--- src/rtl/mcps_pkg.sv ---
`timescale 1ns / 1ps

package mcps_pkg;

    // Matrix geometry.
    localparam int MAX_N   = 8;
    localparam int IDX_W   = $clog2(MAX_N);
    localparam int DEPTH   = MAX_N * MAX_N;
    localparam int ADDR_W  = $clog2(DEPTH);

    // Field widths.
    localparam int SIZE_W  = 4;
    localparam int COST_W  = 24;
    localparam int SUM_W   = 32;
    localparam int ROW_W   = 3;
    localparam int DATA_W  = 32;
    localparam int CFG_IDX_W = 1;

    // Configuration register indexes and reset values.
    localparam logic [CFG_IDX_W-1:0] REG_SIZE_IN_USE = 1'd0;
    localparam logic [CFG_IDX_W-1:0] REG_START_BOUND = 1'd1;
    localparam logic [SIZE_W-1:0]    SIZE_RESET      = 4'd8;
    localparam logic [SUM_W-1:0]     BOUND_RESET     = 32'd256000;

    // One permutation of the column indexes, position 0 is row 0.
    typedef logic [MAX_N-1:0][IDX_W-1:0] perm_t;

    typedef struct packed {
        logic [COST_W-1:0] cost;
        logic              last_entry;
    } in_item_t;

    typedef struct packed {
        logic [ROW_W-1:0] row;
        logic [ROW_W-1:0] column;
        logic [SUM_W-1:0] best_sum;
        logic             found;
        logic             last_result;
    } out_item_t;

endpackage

--- src/rtl/mcps_ram.sv ---
`timescale 1ns / 1ps

module mcps_ram #(
    parameter int WIDTH = 8,
    parameter int DEPTH = 16
) (
    input  logic                     clk,
    input  logic                     wr_en,
    input  logic [$clog2(DEPTH)-1:0] wr_addr,
    input  logic [WIDTH-1:0]         wr_data,
    input  logic [$clog2(DEPTH)-1:0] rd_addr,
    output logic [WIDTH-1:0]         rd_data
);

    logic [WIDTH-1:0] mem [DEPTH];

    // One write port and one registered read port.
    always_ff @(posedge clk)
    begin
        if (wr_en)
        begin
            mem[wr_addr] <= wr_data;
        end
        rd_data <= mem[rd_addr];
    end

endmodule

--- src/rtl/mcps_perm_next.sv ---
`timescale 1ns / 1ps

module mcps_perm_next (
    input  mcps_pkg::perm_t                  perm,
    input  logic [mcps_pkg::SIZE_W-1:0]      n,
    output mcps_pkg::perm_t                  perm_next,
    output logic                             has_next
);

    logic [mcps_pkg::IDX_W-1:0]  pivot;
    logic [mcps_pkg::IDX_W-1:0]  swap_idx;
    logic [mcps_pkg::IDX_W-1:0]  src_idx;
    logic [mcps_pkg::SIZE_W:0]   src_full;

    // The pivot is the last position whose value is below its right neighbor.
    always_comb
    begin
        pivot    = '0;
        has_next = 1'b0;
        for (int k = 0; k < mcps_pkg::MAX_N - 1; k++)
        begin
            if ((mcps_pkg::SIZE_W'(k + 1) < n) && (perm[k] < perm[k + 1]))
            begin
                pivot    = mcps_pkg::IDX_W'(k);
                has_next = 1'b1;
            end
        end
    end

    // The swap partner is the last position after the pivot with a larger value.
    always_comb
    begin
        swap_idx = '0;
        for (int m = 0; m < mcps_pkg::MAX_N; m++)
        begin
            if ((mcps_pkg::SIZE_W'(m) < n) && (mcps_pkg::IDX_W'(m) > pivot)
                && (perm[m] > perm[pivot]))
            begin
                swap_idx = mcps_pkg::IDX_W'(m);
            end
        end
    end

    // Swap the pivot with its partner, then reverse the suffix behind the pivot.
    always_comb
    begin
        src_full = '0;
        src_idx  = '0;
        for (int m = 0; m < mcps_pkg::MAX_N; m++)
        begin
            if (mcps_pkg::IDX_W'(m) < pivot)
            begin
                perm_next[m] = perm[m];
            end
            else if (mcps_pkg::IDX_W'(m) == pivot)
            begin
                perm_next[m] = perm[swap_idx];
            end
            else if (mcps_pkg::SIZE_W'(m) < n)
            begin
                src_full = {1'b0, n} + (mcps_pkg::SIZE_W + 1)'(pivot)
                           - (mcps_pkg::SIZE_W + 1)'(m);
                src_idx  = src_full[mcps_pkg::IDX_W-1:0];
                perm_next[m] = (src_idx == swap_idx) ? perm[pivot] : perm[src_idx];
            end
            else
            begin
                perm_next[m] = perm[m];
            end
        end
    end

endmodule

--- src/rtl/min_cost_permutation_search_unit.sv ---
`timescale 1ns / 1ps

// Brute-force assignment search. Matrix entries are taken one per cycle in
// row-major order into a 64-entry cost RAM. The entry flagged last_entry
// starts the search, during which no input is taken: every permutation of
// the n active columns is visited in lexicographic order, and its total is
// built by one shared saturating accumulator fed by the single RAM read port,
// one row per cycle plus a final step to close, compare and step the
// permutation. Results follow at one per cycle unless stalled: n results
// for a found assignment, or a single not-found result carrying the
// start bound.
module min_cost_permutation_search_unit (
    input  logic                                clk,
    input  logic                                rst_n,
    input  logic                                in_valid,
    output logic                                in_stall,
    input  mcps_pkg::in_item_t                  in_data,
    output logic                                out_valid,
    input  logic                                out_stall,
    output mcps_pkg::out_item_t                 out_data,
    input  logic                                cfg_write,
    input  logic [mcps_pkg::CFG_IDX_W-1:0]      cfg_index,
    input  logic [mcps_pkg::DATA_W-1:0]         cfg_data
);

    localparam logic [2:0] ST_LOAD = 3'd0;
    localparam logic [2:0] ST_SUM  = 3'd1;
    localparam logic [2:0] ST_TAIL = 3'd2;
    localparam logic [2:0] ST_EMIT = 3'd3;

    logic [2:0]                        state_reg, state_next;
    logic [mcps_pkg::SIZE_W-1:0]       size_reg;
    logic [mcps_pkg::SUM_W-1:0]        bound_reg;
    logic [mcps_pkg::ADDR_W-1:0]       load_count_reg, load_count_next;
    logic [mcps_pkg::SIZE_W-1:0]       n_reg, n_next;
    logic [mcps_pkg::IDX_W-1:0]        row_reg, row_next;
    logic [mcps_pkg::ADDR_W-1:0]       base_reg, base_next;
    logic [mcps_pkg::SUM_W-1:0]        acc_reg, acc_next;
    logic [mcps_pkg::SUM_W-1:0]        best_reg, best_next;
    logic                              have_best_reg, have_best_next;
    mcps_pkg::perm_t                   perm_reg, perm_next;
    mcps_pkg::perm_t                   best_perm_reg, best_perm_next;
    mcps_pkg::perm_t                   perm_step;
    mcps_pkg::perm_t                   identity;
    logic                              perm_more;
    logic                              in_xfer;
    logic                              out_xfer;
    logic                              last_row;
    logic                              emit_last;
    logic [mcps_pkg::SIZE_W-1:0]       n_active;
    logic [mcps_pkg::ADDR_W-1:0]       rd_addr;
    logic [mcps_pkg::COST_W-1:0]       rd_cost;
    logic [mcps_pkg::SUM_W:0]          sum_ext;
    logic [mcps_pkg::SUM_W-1:0]        sum_sat;

    assign in_xfer  = in_valid && !in_stall;
    assign out_xfer = out_valid && !out_stall;
    assign in_stall = (state_reg != ST_LOAD);
    assign out_valid = (state_reg == ST_EMIT);

    // Configuration registers.
    always_ff @(posedge clk or negedge rst_n)
    begin
        if (!rst_n)
        begin
            size_reg  <= mcps_pkg::SIZE_RESET;
            bound_reg <= mcps_pkg::BOUND_RESET;
        end
        else if (cfg_write)
        begin
            case (cfg_index)
                mcps_pkg::REG_SIZE_IN_USE: size_reg  <= cfg_data[mcps_pkg::SIZE_W-1:0];
                mcps_pkg::REG_START_BOUND: bound_reg <= cfg_data[mcps_pkg::SUM_W-1:0];
                default:                   ;
            endcase
        end
    end

    // Clamp the configured size into one to MAX_N.
    always_comb
    begin
        if (size_reg == '0)
        begin
            n_active = mcps_pkg::SIZE_W'(1);
        end
        else if (size_reg > mcps_pkg::SIZE_W'(mcps_pkg::MAX_N))
        begin
            n_active = mcps_pkg::SIZE_W'(mcps_pkg::MAX_N);
        end
        else
        begin
            n_active = size_reg;
        end
    end

    always_comb
    begin
        for (int m = 0; m < mcps_pkg::MAX_N; m++)
        begin
            identity[m] = mcps_pkg::IDX_W'(m);
        end
    end

    // Cost store: written while loading, read one row per cycle while searching.
    assign rd_addr = base_reg + mcps_pkg::ADDR_W'(perm_reg[row_reg]);

    mcps_ram #(
        .WIDTH (mcps_pkg::COST_W),
        .DEPTH (mcps_pkg::DEPTH)
    ) u_cost_ram (
        .clk     (clk),
        .wr_en   (in_xfer),
        .wr_addr (load_count_reg),
        .wr_data (in_data.cost),
        .rd_addr (rd_addr),
        .rd_data (rd_cost)
    );

    // Lexicographic successor of the current permutation.
    mcps_perm_next u_perm_next (
        .perm      (perm_reg),
        .n         (n_reg),
        .perm_next (perm_step),
        .has_next  (perm_more)
    );

    // Shared saturating accumulator; read data belongs to the previous row.
    always_comb
    begin
        sum_ext = {1'b0, acc_reg} + (mcps_pkg::SUM_W + 1)'(rd_cost);
        sum_sat = sum_ext[mcps_pkg::SUM_W] ? '1 : sum_ext[mcps_pkg::SUM_W-1:0];
    end

    assign last_row  = ((mcps_pkg::SIZE_W'(row_reg) + mcps_pkg::SIZE_W'(1)) == n_reg);
    assign emit_last = !have_best_reg || last_row;

    // Sequencer.
    always_comb
    begin
        state_next      = state_reg;
        load_count_next = load_count_reg;
        n_next          = n_reg;
        row_next        = row_reg;
        base_next       = base_reg;
        acc_next        = acc_reg;
        best_next       = best_reg;
        have_best_next  = have_best_reg;
        perm_next       = perm_reg;
        best_perm_next  = best_perm_reg;
        case (state_reg)
            ST_LOAD:
            begin
                if (in_xfer)
                begin
                    load_count_next = load_count_reg + mcps_pkg::ADDR_W'(1);
                    if (in_data.last_entry)
                    begin
                        load_count_next = '0;
                        n_next          = n_active;
                        perm_next       = identity;
                        best_next       = bound_reg;
                        have_best_next  = 1'b0;
                        row_next        = '0;
                        base_next       = '0;
                        state_next      = ST_SUM;
                    end
                end
            end
            ST_SUM:
            begin
                acc_next  = (row_reg == '0) ? '0 : sum_sat;
                base_next = base_reg + mcps_pkg::ADDR_W'(n_reg);
                if (last_row)
                begin
                    state_next = ST_TAIL;
                end
                else
                begin
                    row_next = row_reg + mcps_pkg::IDX_W'(1);
                end
            end
            ST_TAIL:
            begin
                // Close the total, keep it if strictly better, step the permutation.
                if (sum_sat < best_reg)
                begin
                    best_next      = sum_sat;
                    have_best_next = 1'b1;
                    best_perm_next = perm_reg;
                end
                row_next  = '0;
                base_next = '0;
                if (perm_more)
                begin
                    perm_next  = perm_step;
                    state_next = ST_SUM;
                end
                else
                begin
                    state_next = ST_EMIT;
                end
            end
            ST_EMIT:
            begin
                if (out_xfer)
                begin
                    if (emit_last)
                    begin
                        row_next   = '0;
                        state_next = ST_LOAD;
                    end
                    else
                    begin
                        row_next = row_reg + mcps_pkg::IDX_W'(1);
                    end
                end
            end
            default:
            begin
                state_next = ST_LOAD;
            end
        endcase
    end

    always_ff @(posedge clk or negedge rst_n)
    begin
        if (!rst_n)
        begin
            state_reg      <= ST_LOAD;
            load_count_reg <= '0;
            n_reg          <= mcps_pkg::SIZE_RESET;
            row_reg        <= '0;
            base_reg       <= '0;
            acc_reg        <= '0;
            best_reg       <= mcps_pkg::BOUND_RESET;
            have_best_reg  <= 1'b0;
            perm_reg       <= identity;
            best_perm_reg  <= '0;
        end
        else
        begin
            state_reg      <= state_next;
            load_count_reg <= load_count_next;
            n_reg          <= n_next;
            row_reg        <= row_next;
            base_reg       <= base_next;
            acc_reg        <= acc_next;
            best_reg       <= best_next;
            have_best_reg  <= have_best_next;
            perm_reg       <= perm_next;
            best_perm_reg  <= best_perm_next;
        end
    end

    // Result fields come straight from held registers, so they stay put while stalled.
    always_comb
    begin
        out_data.best_sum    = best_reg;
        out_data.found       = have_best_reg;
        out_data.last_result = emit_last;
        if (have_best_reg)
        begin
            out_data.row    = mcps_pkg::ROW_W'(row_reg);
            out_data.column = mcps_pkg::ROW_W'(best_perm_reg[row_reg]);
        end
        else
        begin
            out_data.row    = '0;
            out_data.column = '0;
        end
    end

endmodule

--- config.mk ---
export PLATFORM = sky130hd
export DESIGN_NAME = min_cost_permutation_search_unit
export DESIGN_NICKNAME = d
export VERILOG_FILES = /design/src/rtl/mcps_pkg.sv /design/src/rtl/mcps_ram.sv /design/src/rtl/mcps_perm_next.sv /design/src/rtl/min_cost_permutation_search_unit.sv
export SDC_FILE = /design/constraint.sdc
export NUM_CORES = 2
export LEC_CHECK = 0
export ABC_AREA = 1
export BUFFER_PORTS_ARGS = -buffer_cell sky130_fd_sc_hd__buf_2
export CORE_MARGIN = 1
export CORE_UTILIZATION = 45
export DETAILED_ROUTE_END_ITERATION = 12
export PLACE_DENSITY = 0.67
export SLEW_MARGIN = 20
export SYNTH_ARGS = -nofsm -noshare
export SYNTH_HDL_FRONTEND = slang
export SYNTH_SLANG_ARGS = --single-unit
--- constraint.sdc ---
create_clock -name clk -period 5 [get_ports clk]
set_input_delay 0.25 -clock clk [delete_from_list [all_inputs] [get_ports clk]]
set_output_delay 0.25 -clock clk [all_outputs]
set_load 0.02 [all_outputs]
# After elaboration in Yosys (flattened, before gate mapping)
# Memory sizes are Yosys's and may differ from the RTL's. A register that Yosys moved wholly into a read port is not among the register bits.
# Cells that the tools add are included.
totals:
  reg_bits: 171
  mem_bits_rw: 1536
  output_inout_bits: 42
  word_cells: 299
  mem_count: 1
mem_list:
  columns: ["memory", "depth", "word_bits", "rd", "rd_ports_with_merged_regs", "write_ports", "line_no", "source"]
  rows:
  - ["u_cost_ram.mem", 64, 24, 1, 1, 1, "mcps_ram.sv:15", "logic [WIDTH-1:0] mem [DEPTH];"]
classes:
  add_sub_neg: 14
  order_cmp: 50
  n_eq_ne: 43
  n_mux: 112
  bitwise: 1
  reduce_logical: 52
ops:
  columns: ["operator", "n"]
  rows:
  - ["$mux 3", 61]
  - ["$mux 32", 5]
  - ["$bmux 3 s3", 12]
  - ["$mux 24", 3]
  - ["$pmux 32 s2", 1]
  - ["$pmux 24 s2", 1]
  - ["$reduce_and 6->1", 8]
  - ["$lt 3x4->1 const B", 11]
  - ["$add 32x24->33", 1]
  - ["$lt 32x32->1", 1]
  - ["$ne 2x2->1 const B", 14]
  - ["$eq 3x3->1", 8]
  - ["$mux 6", 4]
  - ["$ne 3x1->1 const B", 8]
  - ["$pmux 3 s4", 2]
  - ["$logic_and 1x1->1", 23]
  - ["$gt 3x3->1", 7]
  - ["$lt 3x3->1", 7]
  - ["$pmux 6 s3", 1]
  - ["$lt 3x4->1 const A", 4]
  - ["$mux 1", 14]
  - ["$eq 3x3->1 const A", 4]
  - ["$gt 3x3->1 const A", 4]
  - ["$lt 3x3->1 const A", 4]
  - ["37 further kinds", 64]

# Longest topological paths before layout
depth:
  depth_word: 26
  mapped_depth: 37
  depth_no_buf: 36

# Cells and area by module
# From an unflattened synthesis, not the netlist that was laid out.
hier_totals:
  cells_unflattened: 7249
  hier_area_um2: 76577.2
by_module_without_submodules:
  columns: ["module", "instances", "cells_each", "area_each_um2"]
  rows:
  - ["mcps_ram", 1, 5231, 62751.4]
  - ["min_cost_permutation_search_unit", 1, 1327, 10163.5]
  - ["mcps_perm_next", 1, 691, 3662.3]

# Worst setup path after synthesis
# Ideal clock, no wire load.
synth_path:
  path_type: "flip-flop to flip-flop"
  startpoint: "register acc_reg[0] (netlist name)"
  endpoint: "register best_reg[10] (netlist name)"
  setup_time_ns: 0.066
  t_arrival_ns: 4.396
  required_time_ns: 4.934
  slack_ns: 0.538
  path_stages_with_launch: 31
  synth_period_minus_slack_ns: 4.462
  cell_sequence: "dfrtp_1 > ha_1 > inv_1 > fa_1 > inv_1 > a31oi_1 > o21ai_0 > nand2_1 > o21bai_1 > a21boi_0 > nor3_1 > or2_2 > nand2_1 > nand2_1 > inv_1 > o21ai_0 > nor2_1 > inv_1 > ha_1 > a21oi_1 > nor2_1 > a211oi_1 > o221ai_1 > nand4_1 > a31oi_1 > a2111oi_0 > nand2_1 > nand2_1 > buf_2 > nand2_1 > nand2_1"
synth_between:
  elab_chain_len: 5
  word_cells_on_any_way: 7
  classes_between: "add/sub (1); order compare (1); eq/ne (1); mux (3); reduce/logical (1)"
synth_lines:
  columns: ["element", "line_no", "source"]
  rows:
  - ["start, declared", "min_cost_permutation_search_unit.sv:38", "logic [mcps_pkg::SUM_W-1:0] acc_reg, acc_next;"]
  - ["start signal, assigned", "min_cost_permutation_search_unit.sv:247", "acc_reg <= acc_next;"]
  - ["$add 32x24->33 *", "min_cost_permutation_search_unit.sv:130", "sum_ext = {1'b0, acc_reg} + (mcps_pkg::SUM_W + 1)'(rd_cost);"]
  - ["$mux 32 *", "min_cost_permutation_search_unit.sv:131", "sum_sat = sum_ext[mcps_pkg::SUM_W] ? '1 : sum_ext[mcps_pkg::SUM_W-1:0];"]
  - ["$lt 32x32->1", "min_cost_permutation_search_unit.sv:185", "if (sum_sat < best_reg)"]
  - ["$ne 2x2->1 (no line)", null, null]
  - ["$reduce_and 4->1 (no line)", null, null]
  - ["end signal, assigned", "min_cost_permutation_search_unit.sv:235", "best_reg <= mcps_pkg::BOUND_RESET;"]
  - ["end signal, assigned", "min_cost_permutation_search_unit.sv:248", "best_reg <= best_next;"]
  - ["end, declared", "min_cost_permutation_search_unit.sv:39", "logic [mcps_pkg::SUM_W-1:0] best_reg, best_next;"]
# Mark *: on every way between the ends. The rest lies on a longest branch, timed or not. The select of a mux whose other input is x is not followed.
# A chain may end at the register's enable or synchronous reset.

# Worst setup path in the final report
layout_path:
  startpoint: "register perm_reg[12] (netlist name)"
  endpoint: "register u_cost_ram.rd_data[1] (read register of u_cost_ram.mem)"
layout_between:
  elab_chain_len: 3
layout_lines:
  columns: ["element", "line_no", "source"]
  rows:
  - ["start, declared", "min_cost_permutation_search_unit.sv:41", "mcps_pkg::perm_t perm_reg, perm_next;"]
  - ["start signal, assigned", "min_cost_permutation_search_unit.sv:237", "perm_reg <= identity;"]
  - ["start signal, assigned", "min_cost_permutation_search_unit.sv:250", "perm_reg <= perm_next;"]
  - ["$bmux 3 s3", "min_cost_permutation_search_unit.sv:105", "assign rd_addr = base_reg + mcps_pkg::ADDR_W'(perm_reg[row_reg]);"]
  - ["$mux 3 (implied by the code)", "min_cost_permutation_search_unit.sv:105", null]
  - ["$add 6x3->6", "min_cost_permutation_search_unit.sv:105", null]
  - ["end, declared", "mcps_ram.sv:12", "output logic [WIDTH-1:0] rd_data"]
# No other way between the ends. The select of a mux whose other input is x is not followed.

==> results.cfg <==
[layout]
area_growth_pct = 15.34
largest_register_ffs = 1536
finish.net_count = 6985
drive_above_1_share = 0.1360
top_register = u_cost_ram.mem
num_antenna_cells = 0
instances_no_fill = 9154

[die]
core_um2 = 164800
die_area_um2 = 167600
num_io_pins = 105
die_h_um = 409.4
rows = 149
die_w_um = 409.4
start_util = 0.4533

[sta]
maxSlewViolCount = 0
hold_viol = 0
worst_pin_slew_ns = 1.043
fin_hold_ws_ns = 0.2008
finalCritPeriodShare = 0.9431
max_freq_mhz = 212.1
finalCriticalPeriod_ns = 4.715
max_slew_margin = 0.3029
fin_worst_skew_ns = 0.03216
setup_viol = 0

[placed_design]
hpwl_um = 128400
io_buffers = 104
dp_cells = 8787
gp_congestion = 0.9581

[clock_network]
cts_tree = yes
cts_buffer_depth = 3
clock-sinks = 1730
clk_latency_ns = 0.81
ctsHtreeMaxLevel = 4
root_buffer = clkbuf_16
numCtsBuffers = 175
path_clk_slew_ns = 0.06

[yosys]
synth-seq-cells = 1730
synth_edf_count = 1536
synthTopCellsByArea = edfxtp_1 62%, nor2_1 6.7%, dfrtp_1 4.8%, o32ai_1 4.5%, o21ai_0 3.9%
synth-simple-area-share = 0.1306
ys_seq_area_frac = 0.6813
synth_fa_ha_area_frac = 0.01732
synth_cell_types = 64
synth_xor_area_frac = 0.001993
syn_area_um2 = 74700
synthFlopType = edfxtp_1
synth_mux_area_frac = 0.004355
synth_most_common_cell = edfxtp_1
synthTopCellsByCount = 1536 x edfxtp_1, 1338 x nor2_1, 765 x nand2_1
netlist_instances = 6518
synth.avg_cell_area_um2 = 11.46
synth_compound_gate_area_share = 0.1213
async_flop_share = 0.09827
synth_top_cell_by_area = edfxtp_1
yosysWarnings = 0
syn_nets = 6682
yosysTopAreaCellShare = 0.6174
synth_top_family_by_area = simple AND/OR/NAND/NOR gates

[routing]
num_vias = 52857
drt-initial-drc-count = 6474
routed_via_density = 5.774
drtAntennaViolNets = 0
drt_wl_total_um = 212300
drc = 1
dr.pass1.iters = 11
wl_per_cell_um = 23.19

[critical_path]
slowest_delay_ns = 0.89
path_class = reg -> reg
cp_top_family = compound AO/OA/AOI/OAI gates
cp.required_ns = 5.74
critPathCaptureType = flop
cp-start-kind = flop
critPathMaxFanout = 53
rr_startpoint = perm_reg[12]
r2r-end = u_cost_ram.rd_data[1]
arrival_ns = 5.45
crit_chain = inv_1, o21ai_0, a221oi_1, a31oi_1, ha_4, fa_4, buf_4, buf_12, o21ai_0, o32ai_1, inv_1, o211ai_1, a31oi_1, a32oi_1, buf_4
rrSetupSlack_ns = 0.28
critPathBufInv = 5
crit_slowest_cell = fa_4
rr_worst_depth = 15

[worst_hold_path]
min_path_cells = 2
hold_start = in_data[15]
hold_path_class = in -> reg
worst_hold_path.endpoint = u_cost_ram.mem[6][14]

[job]
drv_cap = 0

[grt]
use_met1 = 0.3394
met2_usage = 0.3938
grt_pass1_vias = 50517
antenna_found_initial = 6
grt_max_degree = 110
grt_pass1_wl_um = 316900
top_usage_layer = met2
use_met3 = 0.04869
grt-ovfl-total = 0
grt_usage = 0.2495

[status]
violations = DRC
status = complete, but fails checks
-- logic make-up after synthesis --
family          count (synthesis)
xor+xnor                       17
fa+ha+maj                     101
buf+inv                       848
compound gates               1360
simple gates                 2433
mux                            29
flops                        1730
-- layout by cell type (no fill, tap or decap), types with 8 or more instances in the layout --
master	count
dlygate4sd3_1	41
a32oi_1	23
xor2_1	9
nand3_1	219
dfrtp_1	144
o32ai_1	384
a21oi_1	71
dfxtp_1	24
nand2_1	763
edfxtp_1	1536
clkinv_2	24
or2_2	9
clkinvlp_4	9
buf_2	103
o211ai_1	201
clkbuf_1	32
clkinv_1	50
inv_2	17
nand2_2	21
nor2_4	12
buf_12	45
clkbuf_16	177
nor2_2	62
mux2_2	28
nor3_1	18
nor2_1	1275
bufinv_16	10
nand2_4	8
nand4_1	28
o21ai_0	584
o22ai_1	18
a31oi_1	30
dfstp_2	26
buf_4	328
inv_1	430
ha_1	95
-- worst max path at each step --
stage                      start                    end  cells after the start
CTS                   acc_reg[0]           best_reg[28]                     30
global placement      acc_reg[0]           best_reg[21]                     30
floorplan             acc_reg[0]           best_reg[10]                     30
detailed placement    acc_reg[0]           best_reg[27]                     30
global route          acc_reg[3]       best_perm_reg[7]                     29
finish              perm_reg[12]  u_cost_ram.rd_data[1]                     15
-- stage by stage --
stage	utilization	area (um2)	setup TNS, ns	worst slack (ns)
finish	0.5228	86160	0	0.2846
CTS	0.5221	86040	0	0.02063
global placement	0.4860	80100	0	0.1575
floorplan	-	74700	0	0.5381
global route	0.5228	86160	-0.5552	-0.04530
detailed placement	0.4860	80100	0	0.05937
-- routing by layer --
metal	up-vias	share of wire
li1	24033	-
met1	26110	0.41
met2	2341	0.46
met3	373	0.088
met4	0	0.039
met5	-	0
-- final cells by class --
| cell class | count | area (um2) |
|---|---|---|
| multi-input combinational | 3940 | 20970 |
| timing repair buffer | 521 | 4334 |
| fill | 13987 | 78650 |
| tap | 2189 | 2739 |
| inverter | 453 | 1712 |
| clock buffer | 215 | 4632 |
| sequential | 1730 | 50890 |
| clock inverter | 106 | 878.3 |
-- timing repair --
| item | 4_1_cts | 5_1_grt |
|---|---|---|
| setup endpoints to repair | 0 | 72 |
| hold endpoints to repair | 96 | 0 |
| hold buffers | 42 | 0 |
| buffers inserted | 0 | 4 |
| gates resized for setup | 0 | 24 |
Power is not shown: default switching activity piles up to over one toggle a cycle in this logic, so the estimate is an artifact.
